**config.mk**
```make
export PLATFORM = sky130hd
export DESIGN_NAME = periodic_burst_marker
export DESIGN_NICKNAME = d
export VERILOG_FILES = /design/src/rtl/pbm_pkg.sv /design/src/rtl/pbm_cfg_regs.sv /design/src/rtl/pbm_sched.sv /design/src/rtl/periodic_burst_marker.sv
export SDC_FILE = /design/constraint.sdc
export NUM_CORES = 1
export LEC_CHECK = 0
export BUFFER_PORTS_ARGS = -buffer_cell sky130_fd_sc_hd__clkbuf_2
export CELL_PAD_IN_SITES_DETAIL_PLACEMENT = 1
export CELL_PAD_IN_SITES_GLOBAL_PLACEMENT = 2
export CORE_UTILIZATION = 29
export DETAILED_ROUTE_END_ITERATION = 16
export PLACE_DENSITY = 0.65
export SLEW_MARGIN = 15
export SYNTH_ARGS = -nofsm -noshare
export SYNTH_HDL_FRONTEND = slang
export SYNTH_SLANG_ARGS = --single-unit
```
**constraint.sdc**
```tcl
create_clock -name clk -period 8.5 [get_ports clk]
set_input_delay 1.275 -clock clk [delete_from_list [all_inputs] [get_ports clk]]
set_output_delay 1.275 -clock clk [all_outputs]
set_load 0.05 [all_outputs]
```
**src/rtl/pbm_pkg.sv**
```systemverilog
// Shared types, constants and register indexes for the periodic burst marker.
package pbm_pkg;

	localparam int DEF_SAMPLE_WIDTH = 16;
	localparam int DEF_COUNT_WIDTH  = 24;
	localparam int NUM_OFFSETS      = 3;
	localparam int CFG_DATA_WIDTH   = 64;
	localparam int CFG_INDEX_WIDTH  = 3;
	localparam int STEP_WIDTH       = 32;
	localparam int TIME_WIDTH       = 64;
	localparam int OCOUNT_WIDTH     = 2;

	localparam longint unsigned RST_PERIOD     = 1000;
	localparam longint unsigned RST_BURST_SIZE = 100;
	localparam logic [OCOUNT_WIDTH-1:0] RST_OFFSET_COUNT = 2'd1;
	localparam logic [TIME_WIDTH-1:0]   RST_TIME_START   = '0;
	localparam logic [STEP_WIDTH-1:0]   RST_TIME_STEP    = 32'd4295;

	typedef enum logic [CFG_INDEX_WIDTH-1:0] {
		REG_PERIOD       = 3'd0,
		REG_BURST_SIZE   = 3'd1,
		REG_OFFSET_COUNT = 3'd2,
		REG_OFFSET_FIRST = 3'd3,
		REG_OFFSET_SECOND = 3'd4,
		REG_OFFSET_THIRD = 3'd5,
		REG_TIME_START   = 3'd6,
		REG_TIME_STEP    = 3'd7
	} cfg_reg_t;

	// Control that the top level hands to the scheduler.
	typedef struct packed {
		logic advance;
		logic rearm;
	} sched_ctrl_t;

endpackage

```
**src/rtl/pbm_cfg_regs.sv**
```systemverilog
// Configuration register file with the pending re-arm flag.
module pbm_cfg_regs #(
	parameter int COUNT_WIDTH = pbm_pkg::DEF_COUNT_WIDTH
) (
	input  logic                                    clk,
	input  logic                                    arst_n,
	input  logic                                    cfg_we,
	input  logic [pbm_pkg::CFG_INDEX_WIDTH-1:0]     cfg_index,
	input  logic [pbm_pkg::CFG_DATA_WIDTH-1:0]      cfg_data,
	input  logic                                    advance,
	output logic [COUNT_WIDTH-1:0]                  period,
	output logic [COUNT_WIDTH-1:0]                  burst_size,
	output logic [pbm_pkg::OCOUNT_WIDTH-1:0]        offset_count,
	output logic [COUNT_WIDTH-1:0]                  offset [pbm_pkg::NUM_OFFSETS],
	output logic [pbm_pkg::TIME_WIDTH-1:0]          time_start,
	output logic [pbm_pkg::STEP_WIDTH-1:0]          time_step,
	output logic                                    rearm
);
	import pbm_pkg::*;

	logic [COUNT_WIDTH-1:0]  period_q;
	logic [COUNT_WIDTH-1:0]  burst_size_q;
	logic [OCOUNT_WIDTH-1:0] offset_count_q;
	logic [COUNT_WIDTH-1:0]  offset_q [NUM_OFFSETS];
	logic [TIME_WIDTH-1:0]   time_start_q;
	logic [STEP_WIDTH-1:0]   time_step_q;
	logic                    rearm_q;

	// Any write re-arms the schedule; the first sample after it is index zero.
	always_ff @(posedge clk or negedge arst_n) begin
		if (!arst_n) begin
			period_q       <= COUNT_WIDTH'(RST_PERIOD);
			burst_size_q   <= COUNT_WIDTH'(RST_BURST_SIZE);
			offset_count_q <= RST_OFFSET_COUNT;
			for (int i = 0; i < NUM_OFFSETS; i++) begin
				offset_q[i] <= '0;
			end
			time_start_q   <= RST_TIME_START;
			time_step_q    <= RST_TIME_STEP;
			rearm_q        <= 1'b1;
		end else if (cfg_we) begin
			rearm_q <= 1'b1;
			unique case (cfg_reg_t'(cfg_index))
				REG_PERIOD:        period_q       <= cfg_data[COUNT_WIDTH-1:0];
				REG_BURST_SIZE:    burst_size_q   <= cfg_data[COUNT_WIDTH-1:0];
				REG_OFFSET_COUNT:  offset_count_q <= cfg_data[OCOUNT_WIDTH-1:0];
				REG_OFFSET_FIRST:  offset_q[0]    <= cfg_data[COUNT_WIDTH-1:0];
				REG_OFFSET_SECOND: offset_q[1]    <= cfg_data[COUNT_WIDTH-1:0];
				REG_OFFSET_THIRD:  offset_q[2]    <= cfg_data[COUNT_WIDTH-1:0];
				REG_TIME_START:    time_start_q   <= cfg_data[TIME_WIDTH-1:0];
				REG_TIME_STEP:     time_step_q    <= cfg_data[STEP_WIDTH-1:0];
				default: ;
			endcase
		end else if (advance) begin
			rearm_q <= 1'b0;
		end
	end

	assign period       = period_q;
	assign burst_size   = burst_size_q;
	assign offset_count = offset_count_q;
	assign offset       = offset_q;
	assign time_start   = time_start_q;
	assign time_step    = time_step_q;
	assign rearm        = rearm_q;

endmodule

```
**src/rtl/pbm_sched.sv**
```systemverilog
// Burst scheduler: start and end countdowns per offset and the 32.32 time accumulator.
module pbm_sched #(
	parameter int COUNT_WIDTH = pbm_pkg::DEF_COUNT_WIDTH
) (
	input  logic                               clk,
	input  logic                               arst_n,
	input  pbm_pkg::sched_ctrl_t               ctrl,
	input  logic [COUNT_WIDTH-1:0]             period,
	input  logic [COUNT_WIDTH-1:0]             burst_size,
	input  logic [pbm_pkg::OCOUNT_WIDTH-1:0]   offset_count,
	input  logic [COUNT_WIDTH-1:0]             offset [pbm_pkg::NUM_OFFSETS],
	input  logic [pbm_pkg::TIME_WIDTH-1:0]     time_start,
	input  logic [pbm_pkg::STEP_WIDTH-1:0]     time_step,
	output logic                               start_hit,
	output logic                               end_hit,
	output logic [pbm_pkg::TIME_WIDTH-1:0]     time_now
);
	import pbm_pkg::*;

	logic [COUNT_WIDTH-1:0]  eff_len;
	logic [COUNT_WIDTH-1:0]  reload;
	logic [OCOUNT_WIDTH-1:0] n_act;
	logic [NUM_OFFSETS-1:0]  start_vec;
	logic [NUM_OFFSETS-1:0]  end_vec;
	logic [TIME_WIDTH-1:0]   accum_q;

	// A zero length means a one-sample burst, a zero period falls back to the length.
	assign eff_len = (burst_size == '0) ? COUNT_WIDTH'(1) : burst_size;
	assign reload  = ((period == '0) ? eff_len : period) - COUNT_WIDTH'(1);
	assign n_act   = (offset_count == '0) ? OCOUNT_WIDTH'(1) : offset_count;

	for (genvar g = 0; g < NUM_OFFSETS; g++) begin : g_off
		localparam logic [OCOUNT_WIDTH-1:0] IDX = OCOUNT_WIDTH'(g);
		logic [COUNT_WIDTH-1:0] start_cnt_q;
		logic [COUNT_WIDTH:0]   end_cnt_q;
		logic [COUNT_WIDTH-1:0] start_cur;
		logic [COUNT_WIDTH:0]   end_cur;
		logic [COUNT_WIDTH-1:0] start_nxt;
		logic [COUNT_WIDTH:0]   end_nxt;
		logic                   active;

		assign active    = (IDX < n_act);
		assign start_cur = ctrl.rearm ? offset[g] : start_cnt_q;
		assign end_cur   = ctrl.rearm
			? ({1'b0, offset[g]} + {1'b0, eff_len} - (COUNT_WIDTH+1)'(1))
			: end_cnt_q;
		assign start_vec[g] = active && (start_cur == '0);
		assign end_vec[g]   = active && (end_cur == '0);

		always_comb begin
			start_nxt = start_cur;
			end_nxt   = end_cur;
			if (active) begin
				start_nxt = start_vec[g] ? reload : start_cur - COUNT_WIDTH'(1);
				end_nxt   = end_vec[g] ? {1'b0, reload} : end_cur - (COUNT_WIDTH+1)'(1);
			end
		end

		always_ff @(posedge clk or negedge arst_n) begin
			if (!arst_n) begin
				start_cnt_q <= '0;
				end_cnt_q   <= '0;
			end else if (ctrl.advance) begin
				start_cnt_q <= start_nxt;
				end_cnt_q   <= end_nxt;
			end
		end
	end

	assign start_hit = |start_vec;
	assign end_hit   = |end_vec;
	assign time_now  = ctrl.rearm ? time_start : accum_q;

	// The accumulator wraps modulo 2^64.
	always_ff @(posedge clk or negedge arst_n) begin
		if (!arst_n) begin
			accum_q <= '0;
		end else if (ctrl.advance) begin
			accum_q <= time_now + {{(TIME_WIDTH-STEP_WIDTH){1'b0}}, time_step};
		end
	end

endmodule

```
**src/rtl/periodic_burst_marker.sv**
```systemverilog
// Top level of the periodic burst marker: input stage, scheduler and result register.
//
// Complex samples enter on the input channel (in_valid/in_stall) and leave
// unchanged on the output channel (out_valid/out_stall), one result per
// sample. A transfer takes place at a rising edge with valid high and stall low.
// Each result carries start_mark and end_mark for the burst schedule, and at a
// start the transmit time in whole seconds and a 32-bit fraction; the time
// fields are zero on other samples.
// A sample is held in the input stage and is then loaded into the result
// register. One sample is taken every cycle while the receiver does not
// stall; the countdowns and the accumulator step once per sample inside
// that single pass.
// When the receiver stalls, the result register holds its contents and the
// input stage, if empty, still takes one more sample before in_stall is raised.
// Reset empties both stages and loads the register defaults; the schedule is
// armed so that the first sample after reset, or after any configuration
// write, is sample index zero. Write configuration only while the block is idle.
module periodic_burst_marker #(
	parameter int SAMPLE_WIDTH = pbm_pkg::DEF_SAMPLE_WIDTH,
	parameter int COUNT_WIDTH  = pbm_pkg::DEF_COUNT_WIDTH
) (
	input  logic                                 clk,
	input  logic                                 arst_n,
	input  logic                                 cfg_we,
	input  logic [pbm_pkg::CFG_INDEX_WIDTH-1:0]  cfg_index,
	input  logic [pbm_pkg::CFG_DATA_WIDTH-1:0]   cfg_data,
	input  logic                                 in_valid,
	output logic                                 in_stall,
	input  logic signed [SAMPLE_WIDTH-1:0]       sample_re,
	input  logic signed [SAMPLE_WIDTH-1:0]       sample_im,
	output logic                                 out_valid,
	input  logic                                 out_stall,
	output logic signed [SAMPLE_WIDTH-1:0]       out_re,
	output logic signed [SAMPLE_WIDTH-1:0]       out_im,
	output logic                                 start_mark,
	output logic                                 end_mark,
	output logic [31:0]                          time_seconds,
	output logic [31:0]                          time_fraction
);
	import pbm_pkg::*;

	logic [COUNT_WIDTH-1:0]  period;
	logic [COUNT_WIDTH-1:0]  burst_size;
	logic [OCOUNT_WIDTH-1:0] offset_count;
	logic [COUNT_WIDTH-1:0]  offset [NUM_OFFSETS];
	logic [TIME_WIDTH-1:0]   time_start;
	logic [STEP_WIDTH-1:0]   time_step;
	logic                    rearm;
	sched_ctrl_t             ctrl;
	logic                    start_hit;
	logic                    end_hit;
	logic [TIME_WIDTH-1:0]   time_now;

	logic                           valid_s1;
	logic signed [SAMPLE_WIDTH-1:0] re_s1;
	logic signed [SAMPLE_WIDTH-1:0] im_s1;
	logic                           valid_s2;
	logic signed [SAMPLE_WIDTH-1:0] re_s2;
	logic signed [SAMPLE_WIDTH-1:0] im_s2;
	logic                           start_s2;
	logic                           end_s2;
	logic [TIME_WIDTH-1:0]          time_s2;
	logic                           advance;

	assign advance      = valid_s1 && (!valid_s2 || !out_stall);
	assign in_stall     = valid_s1 && !advance;
	assign ctrl.advance = advance;
	assign ctrl.rearm   = rearm;

	pbm_cfg_regs #(.COUNT_WIDTH(COUNT_WIDTH)) u_cfg (
		.clk          (clk),
		.arst_n       (arst_n),
		.cfg_we       (cfg_we),
		.cfg_index    (cfg_index),
		.cfg_data     (cfg_data),
		.advance      (advance),
		.period       (period),
		.burst_size   (burst_size),
		.offset_count (offset_count),
		.offset       (offset),
		.time_start   (time_start),
		.time_step    (time_step),
		.rearm        (rearm)
	);

	pbm_sched #(.COUNT_WIDTH(COUNT_WIDTH)) u_sched (
		.clk          (clk),
		.arst_n       (arst_n),
		.ctrl         (ctrl),
		.period       (period),
		.burst_size   (burst_size),
		.offset_count (offset_count),
		.offset       (offset),
		.time_start   (time_start),
		.time_step    (time_step),
		.start_hit    (start_hit),
		.end_hit      (end_hit),
		.time_now     (time_now)
	);

	always_ff @(posedge clk or negedge arst_n) begin
		if (!arst_n) begin
			valid_s1 <= 1'b0;
		end else if (!in_stall) begin
			valid_s1 <= in_valid;
		end
	end

	always_ff @(posedge clk) begin
		if (in_valid && !in_stall) begin
			re_s1 <= sample_re;
			im_s1 <= sample_im;
		end
	end

	always_ff @(posedge clk or negedge arst_n) begin
		if (!arst_n) begin
			valid_s2 <= 1'b0;
		end else if (!valid_s2 || !out_stall) begin
			valid_s2 <= valid_s1;
		end
	end

	// Time fields are cleared on samples that start no burst.
	always_ff @(posedge clk) begin
		if (advance) begin
			re_s2    <= re_s1;
			im_s2    <= im_s1;
			start_s2 <= start_hit;
			end_s2   <= end_hit;
			time_s2  <= start_hit ? time_now : '0;
		end
	end

	assign out_valid     = valid_s2;
	assign out_re        = re_s2;
	assign out_im        = im_s2;
	assign start_mark    = start_s2;
	assign end_mark      = end_s2;
	assign time_seconds  = time_s2[TIME_WIDTH-1:32];
	assign time_fraction = time_s2[31:0];

endmodule

```
# After elaboration in Yosys (flattened, before gate mapping)
# Index checks and enable logic that the tools add are counted.
classes:
  addsub: 14
  multipliers: 0
  div_mod_pow: 0
  magnitude_cmp: 3
  n_eq_ne: 7
  shift: 0
  n_mux: 24
  bitwise_logic: 0
  reduce_logical: 35
ops:
  columns: ["operator", "count"]
  rows:
  - ["24-bit two-way mux", 11]
  - ["25-bit two-way mux", 9]
  - ["25-bit by 1-bit subtractor with 25-bit output, second input constant", 6]
  - ["24-bit zero test", 5]
  - ["24-bit by 1-bit subtractor with 24-bit output, second input constant", 4]
  - ["24-bit by 24-bit adder with 25-bit output", 3]
  - ["25-bit zero test", 3]
  - ["64-bit by 32-bit adder with 64-bit output", 1]
  - ["64-bit two-way mux", 1]
  - ["2-bit AND reduction", 8]
  - ["3-bit == test, second input constant", 4]
  - ["1-bit logical AND", 9]
  - ["3-bit by 2-bit == test with 1-bit output, second input constant", 2]
  - ["3-bit OR reduction", 2]
  - ["1-bit zero test", 4]
  - ["1-bit by 2-bit less-than comparator with 1-bit output, first input constant", 2]
  - ["3-bit by 1-bit == test with 1-bit output, second input constant", 1]
  - ["3-bit zero test", 1]
  - ["2-bit zero test", 1]
  - ["2-bit less-than comparator, first input constant", 1]
  - ["1-bit two-way mux", 2]
  - ["2-bit two-way mux", 1]
  - ["2-bit nonzero test", 1]
  - ["1-bit logical OR", 1]
totals:
  register_bits: 562
  latchBits: 0
  mem_bits_rw: 0
  romBits: 0
  input_bits: 104
  output_inout_bits: 100
  word_cells: 108
  n_memories: 0

# Longest topological paths before layout
logic_depth:
  word_depth: 9
  ltp_mapped: 26
  mapped_depth_nobuf: 19

# Modules after synthesis
# A second synthesis with hierarchy kept.
unflattened:
  cells_unflattened: 3922
  area_unflattened_um2: 37587.3
by_module_without_submodules:
  columns: ["module", "instances", "cells_each", "area_each_um2", "seq_area_each_um2"]
  rows:
  - ["pbm_sched", 1, 3241, 24842.6, 5280.1]
  - ["pbm_cfg_regs", 1, 473, 8244.2, 5501.5]
  - ["periodic_burst_marker", 1, 208, 4500.6, 3953.8]

# Worst setup path before layout
# Ideal clock, no wire load.
synth_timing:
  path_kind: "register to register"
  from: "register u_cfg.rearm_q (netlist: u_cfg.rearm)"
  to: "register u_sched.accum_q[37]"
  arrival_ps: 5780
  t_required_ps: 8374
  slack_ps: 2594
  path_stages_with_launch: 27
  path_buffers: 13
  period_less_slack_ps: 5906
  path_cell_list: "dfstp_2 -> buf_2 -> buf_6 -> buf_6 -> buf_6 -> buf_4 -> buf_4 -> buf_2 -> buf_4 -> buf_2 -> buf_2 -> buf_2 -> buf_2 -> mux2i_1 -> inv_1 -> ha_1 -> a21o_1 -> a21oi_1 -> o211ai_1 -> a22oi_1 -> o311ai_2 -> a31o_2 -> a221oi_2 -> buf_2 -> nor3b_1 -> xor2_1 -> a221o_1"
synth_between:
  elab_chain_len: 2
synth_lines:
  columns: ["item", "line_no", "text"]
  rows:
  - ["from (decl)", "pbm_cfg_regs.sv:27", "logic rearm_q;"]
  - ["from (signal assigned)", "pbm_cfg_regs.sv:40", "rearm_q <= 1'b1;"]
  - ["from (signal assigned)", "pbm_cfg_regs.sv:42", "rearm_q <= 1'b1;"]
  - ["from (signal assigned)", "pbm_cfg_regs.sv:55", "rearm_q <= 1'b0;"]
  - ["64-bit two-way mux", "pbm_sched.sv:72", "assign time_now = ctrl.rearm ? time_start : accum_q;"]
  - ["named net time_now[1]", "periodic_burst_marker.sv:52", "logic [TIME_WIDTH-1:0] time_now;"]
  - ["64-bit by 32-bit adder with 64-bit output", "pbm_sched.sv:79", "accum_q <= time_now + {{(TIME_WIDTH-STEP_WIDTH){1'b0}}, time_step};"]
  - ["to (signal assigned)", "pbm_sched.sv:79", null]
  - ["to (decl)", "pbm_sched.sv:25", "logic [TIME_WIDTH-1:0] accum_q;"]
# The timed path passes the listed nets, and every way through them passes these cells.
# A chain may end at the register's enable or synchronous reset.

# Final worst setup path
layout_timing:
  from: "register u_cfg.burst_size_q[15] (netlist: u_cfg.burst_size[15])"
  to: "register u_sched.g_off[2].end_cnt_q[15]"
layout_between:
  elab_chain_len: 9
layout_lines:
  columns: ["item", "line_no", "text"]
  rows:
  - ["from (decl)", "pbm_cfg_regs.sv:22", "logic [COUNT_WIDTH-1:0] burst_size_q;"]
  - ["from (signal assigned)", "pbm_cfg_regs.sv:33", "burst_size_q <= COUNT_WIDTH'(RST_BURST_SIZE);"]
  - ["from (signal assigned)", "pbm_cfg_regs.sv:45", "REG_BURST_SIZE: burst_size_q <= cfg_data[COUNT_WIDTH-1:0];"]
  - ["24-bit zero test", "pbm_sched.sv:28", "assign eff_len = (burst_size == '0) ? COUNT_WIDTH'(1) : burst_size;"]
  - ["24-bit two-way mux (*)", "pbm_sched.sv:28", null]
  - ["parallel branches: the longest is 6 deep, another holds 24-bit by 24-bit adder with 25-bit output", null, null]
  - ["25-bit two-way mux (*)", "pbm_sched.sv:53", "if (active) begin"]
  - ["to (signal assigned)", "pbm_sched.sv:65", "end_cnt_q <= end_nxt;"]
  - ["to (decl)", "pbm_sched.sv:35", "logic [COUNT_WIDTH:0] end_cnt_q;"]
# Mark *: on every way between the ends.

==> reports/qor.yml <==
outcome: "finished, final reports clean"
use_met3_pct: 2.205
cts_root_buf: "clkbuf_16"
power_frac_clock_pct: 22.3
hold_class: "flip-flop to flip-flop"
ys_top_cells_by_area: "dfrtp_1 (28%), edfxtp_1 (10%), mux2_2 (6.8%), ha_1 (6.0%), o21ai_0 (4.1%)"
start_kind: "flip-flop"
grtUsageMet1_pct: 31.00
crit_start: "u_cfg.burst_size[15]$_DFFE_PN0P_"
drt-initial-drc-count: 2014
cp_data_arrival_time_ns: 7.15
cts_tree: "built"
io_pins: 204
avgViaCountPerCell: 5.392
worstPathCellList: "or4_1 > nor4_1 > buf_4 > and3_1 > nor2_1 > ha_1 > inv_1 > ha_1 > inv_1 > fa_1 > nor2b_1 > o31a_1 > o21ai_0 > o41ai_1 > a41oi_1 > o21bai_1 > nor4_4 > nand4_1 > and3_1 > o31ai_2"
relSlewSlack_pct: 18.56
dr.pass1.iters: 5
synth_edf_count: 130
place_area_um2: 40570
route.detailed.drc: 0
period_share_pct: 77.62
ctsLongestPathBuffers: 3
wl_per_cell_um: 24.74
core_area_um2: 129300
synth_cell_types: 116
synth_common_cells: "dfrtp_1 (415), nand2_1 (401), o21ai_0 (307), inv_1 (292), nor2_1 (254)"
power_leakage_nw: 18.28
die-width_um: 362.8
synth.top_cell.area_share_pct: 27.51
met2_usage_pct: 36.58
switching_share_pct: 44.49
grt_first_pass_wirelength_mm: 222.4
drive_above_1_share_pct: 16.94
rows: 132
period_minus_slack_ns: 6.598
dp_hpwl_mm: 106.5
finalInstanceArea_um2: 42970
power_frac_seq_pct: 28.1
synthesis.area_um2: 37740
fillers: 14950
critPathMaxStageDelay_ns: 0.76
overflow: 0
numCtsBuffers: 72
synth.most_common_cell: "dfrtp_1"
cp_slowest_cell: "nand4_1"
finalNetCount: 4510
slew_violations: 0
totalWireLength_mm: 149.1
syn_inst: 4101
first_global_vias: 33270
required_ns: 9.06
min-delay-start: "im_s1[11]$_DFFE_PP_"
reg2reg_from: "u_cfg.burst_size[15]$_DFFE_PN0P_"
cp_max_fo: 12
synthArstFlopShare_pct: 76.87
postCtsSetupRepairBufs: 0
maxCapViolations: 0
fin_skew_ns: 0.02857
insertion_delay_ns: 0.65
ant_nets: 0
cpLargestDelayFamily: "simple AND/OR/NAND/NOR gates"
grt_max_degree: 144
gp_congestion: 0.8440
power.switching_mw: 6.352
post_cts_resized: 0
grt.busiest_layer: "met2"
cts.htree.levels: 3
antenna_found_initial: 14
hold_viol_final: 0
rsz0062_at_grt: "false"
crit_buf_inv: 3
hold_buffers: 0
ys_seq_area_share_pct: 39.04
syn_avg_cell_area_um2: 9.204
dr_total_vias: 32490
die_h_um: 362.8
power_density_nw_per_um2: 332.3
worst_slew_pin_slew_ns: 1.220
critPathKind: "flip-flop to flip-flop"
path_clk_slew_ns: 0.06
fin_setup_tns_ns: 0
area_growth_pct: 13.83
synth_top_cell_by_area: "dfrtp_1"
grt_usage_pct: 22.37
setup_violations: 0
endpoint_kind: "flip-flop"
p_int_mw: 7.925
die_area_um2: 131600
yosys_warnings: 0
ir_drop_mv: 0.1645
cts.sinks: 562
fmax_mhz: 151.6
synth_nets: 4389
initial_core_util_pct: 29.19
ys_ff_latch: 562
port-buffer-count: 203
pwr-share-comb_pct: 49.6
ys.flop_type: "dfrtp_1"
sequential cells by signal, summed over array words and instances (netlist names), 24 cells and up:
name and count:
u_sched.g_off.start_cnt_q 72, u_cfg.offset 72, u_sched.accum_q 64, time_s2 64, u_cfg.period 24, u_cfg.burst_size 24
u_cfg.time_start 64, u_cfg.time_step 32, u_sched.g_off.end_cnt_q 75
routing by layer:
metal	share of wire, %	wire, µm	vias to the layer above
met5	0.014	21	-
met4	2.7	4089	4
met3	3.6	5364	170
met2	47	69400	581
met1	47	70180	16550
li1	-	-	15190
logic make-up (layout without fill, tap and decap cells):
family,after synthesis,in the layout,share of synthesized area [%]
xor+xnor,131,131,3.080
fa+ha+maj,184,184,6.179
mux,351,351,10.10
simple gates,1294,1294,17.22
flops,562,562,39.04
other cells,0,4,0
buf+inv,508,687,5.500
compound gates,1071,1071,18.88
cell usage in the layout (no fill, tap or decap), types with 54 or more instances in the layout:
cell type	instances
a21o_1	74
a21oi_1	188
a31oi_1	69
and2_1	54
clkbuf_16	73
clkbuf_2	202
dfrtp_1	414
edfxtp_1	130
ha_1	180
inv_1	292
mux2_2	228
mux2i_1	121
nand2_1	400
nand3_1	84
nor2_1	253
nor3_1	115
o21ai_0	306
xnor2_1	66
xor2_1	58
final timing paths:
| check | to | slack, ns | cells past startpoint |
|---|---|---|---|
| worst max-delay path | u_sched.g_off[2].end_cnt_q[15]$_DFFE_PN0P_ | 1.90 | 20 |
| worst min-delay path | out_im[11]$_DFFE_PP_ | 0.42 | 0 |
| worst max register to register | u_sched.g_off[2].end_cnt_q[15]$_DFFE_PN0P_ | 1.90 | 20 |
| worst min register to register | out_im[11]$_DFFE_PP_ | 0.42 | 0 |
| max in group asynchronous | u_cfg.offset_count[1]$_DFFE_PN0P_ | 6.44 | 2 |
| min in group asynchronous | u_cfg.time_start[27]$_DFFE_PN0P_ | 0.65 | 1 |
power by group through the flow:
stage | logic, mW | clock network (mW) | registers, mW
2_1_floorplan | 4.90 | 0 | 3.96
6_report | 7.08 | 3.18 | 4.01
5_1_grt | 7.80 | 3.36 | 4.10
3_5_place_dp | 7.04 | 0 | 4.05
4_1_cts | 7.09 | 3.27 | 4.01
3_3_place_gp | 6.98 | 0 | 4.03
through the flow:
stage / power [mW] / hold WS, ns / setup WS (ns) / utilization, % / cells
after global placement: 11.01 / 0.4005 / 2.130 / 31.37 / 5890
after global routing: 15.26 / 0.4186 / 1.376 / 33.22 / 6023
after floorplan: 8.859 / 0.4003 / 2.594 / - / 4101
after CTS: 14.37 / 0.4171 / 2.012 / 33.22 / 6022
final: 14.28 / 0.4176 / 1.902 / 33.22 / 6026
after detailed placement: 11.09 / 0.4057 / 2.048 / 31.37 / 5890
area by class of cell:
type,count,area (µm²),area share (%)
inverters,296,1121,2.609
diodes,4,10.01,0.02330
clock inverters,40,450.4,1.048
clock buffers,92,1938,4.511
repair buffers,259,1509,3.512
multi-input cells,3031,21020,48.92
well taps,1742,2180,5.073
flip-flops and latches,562,14740,34.31
(Power assumes the default switching activity.)
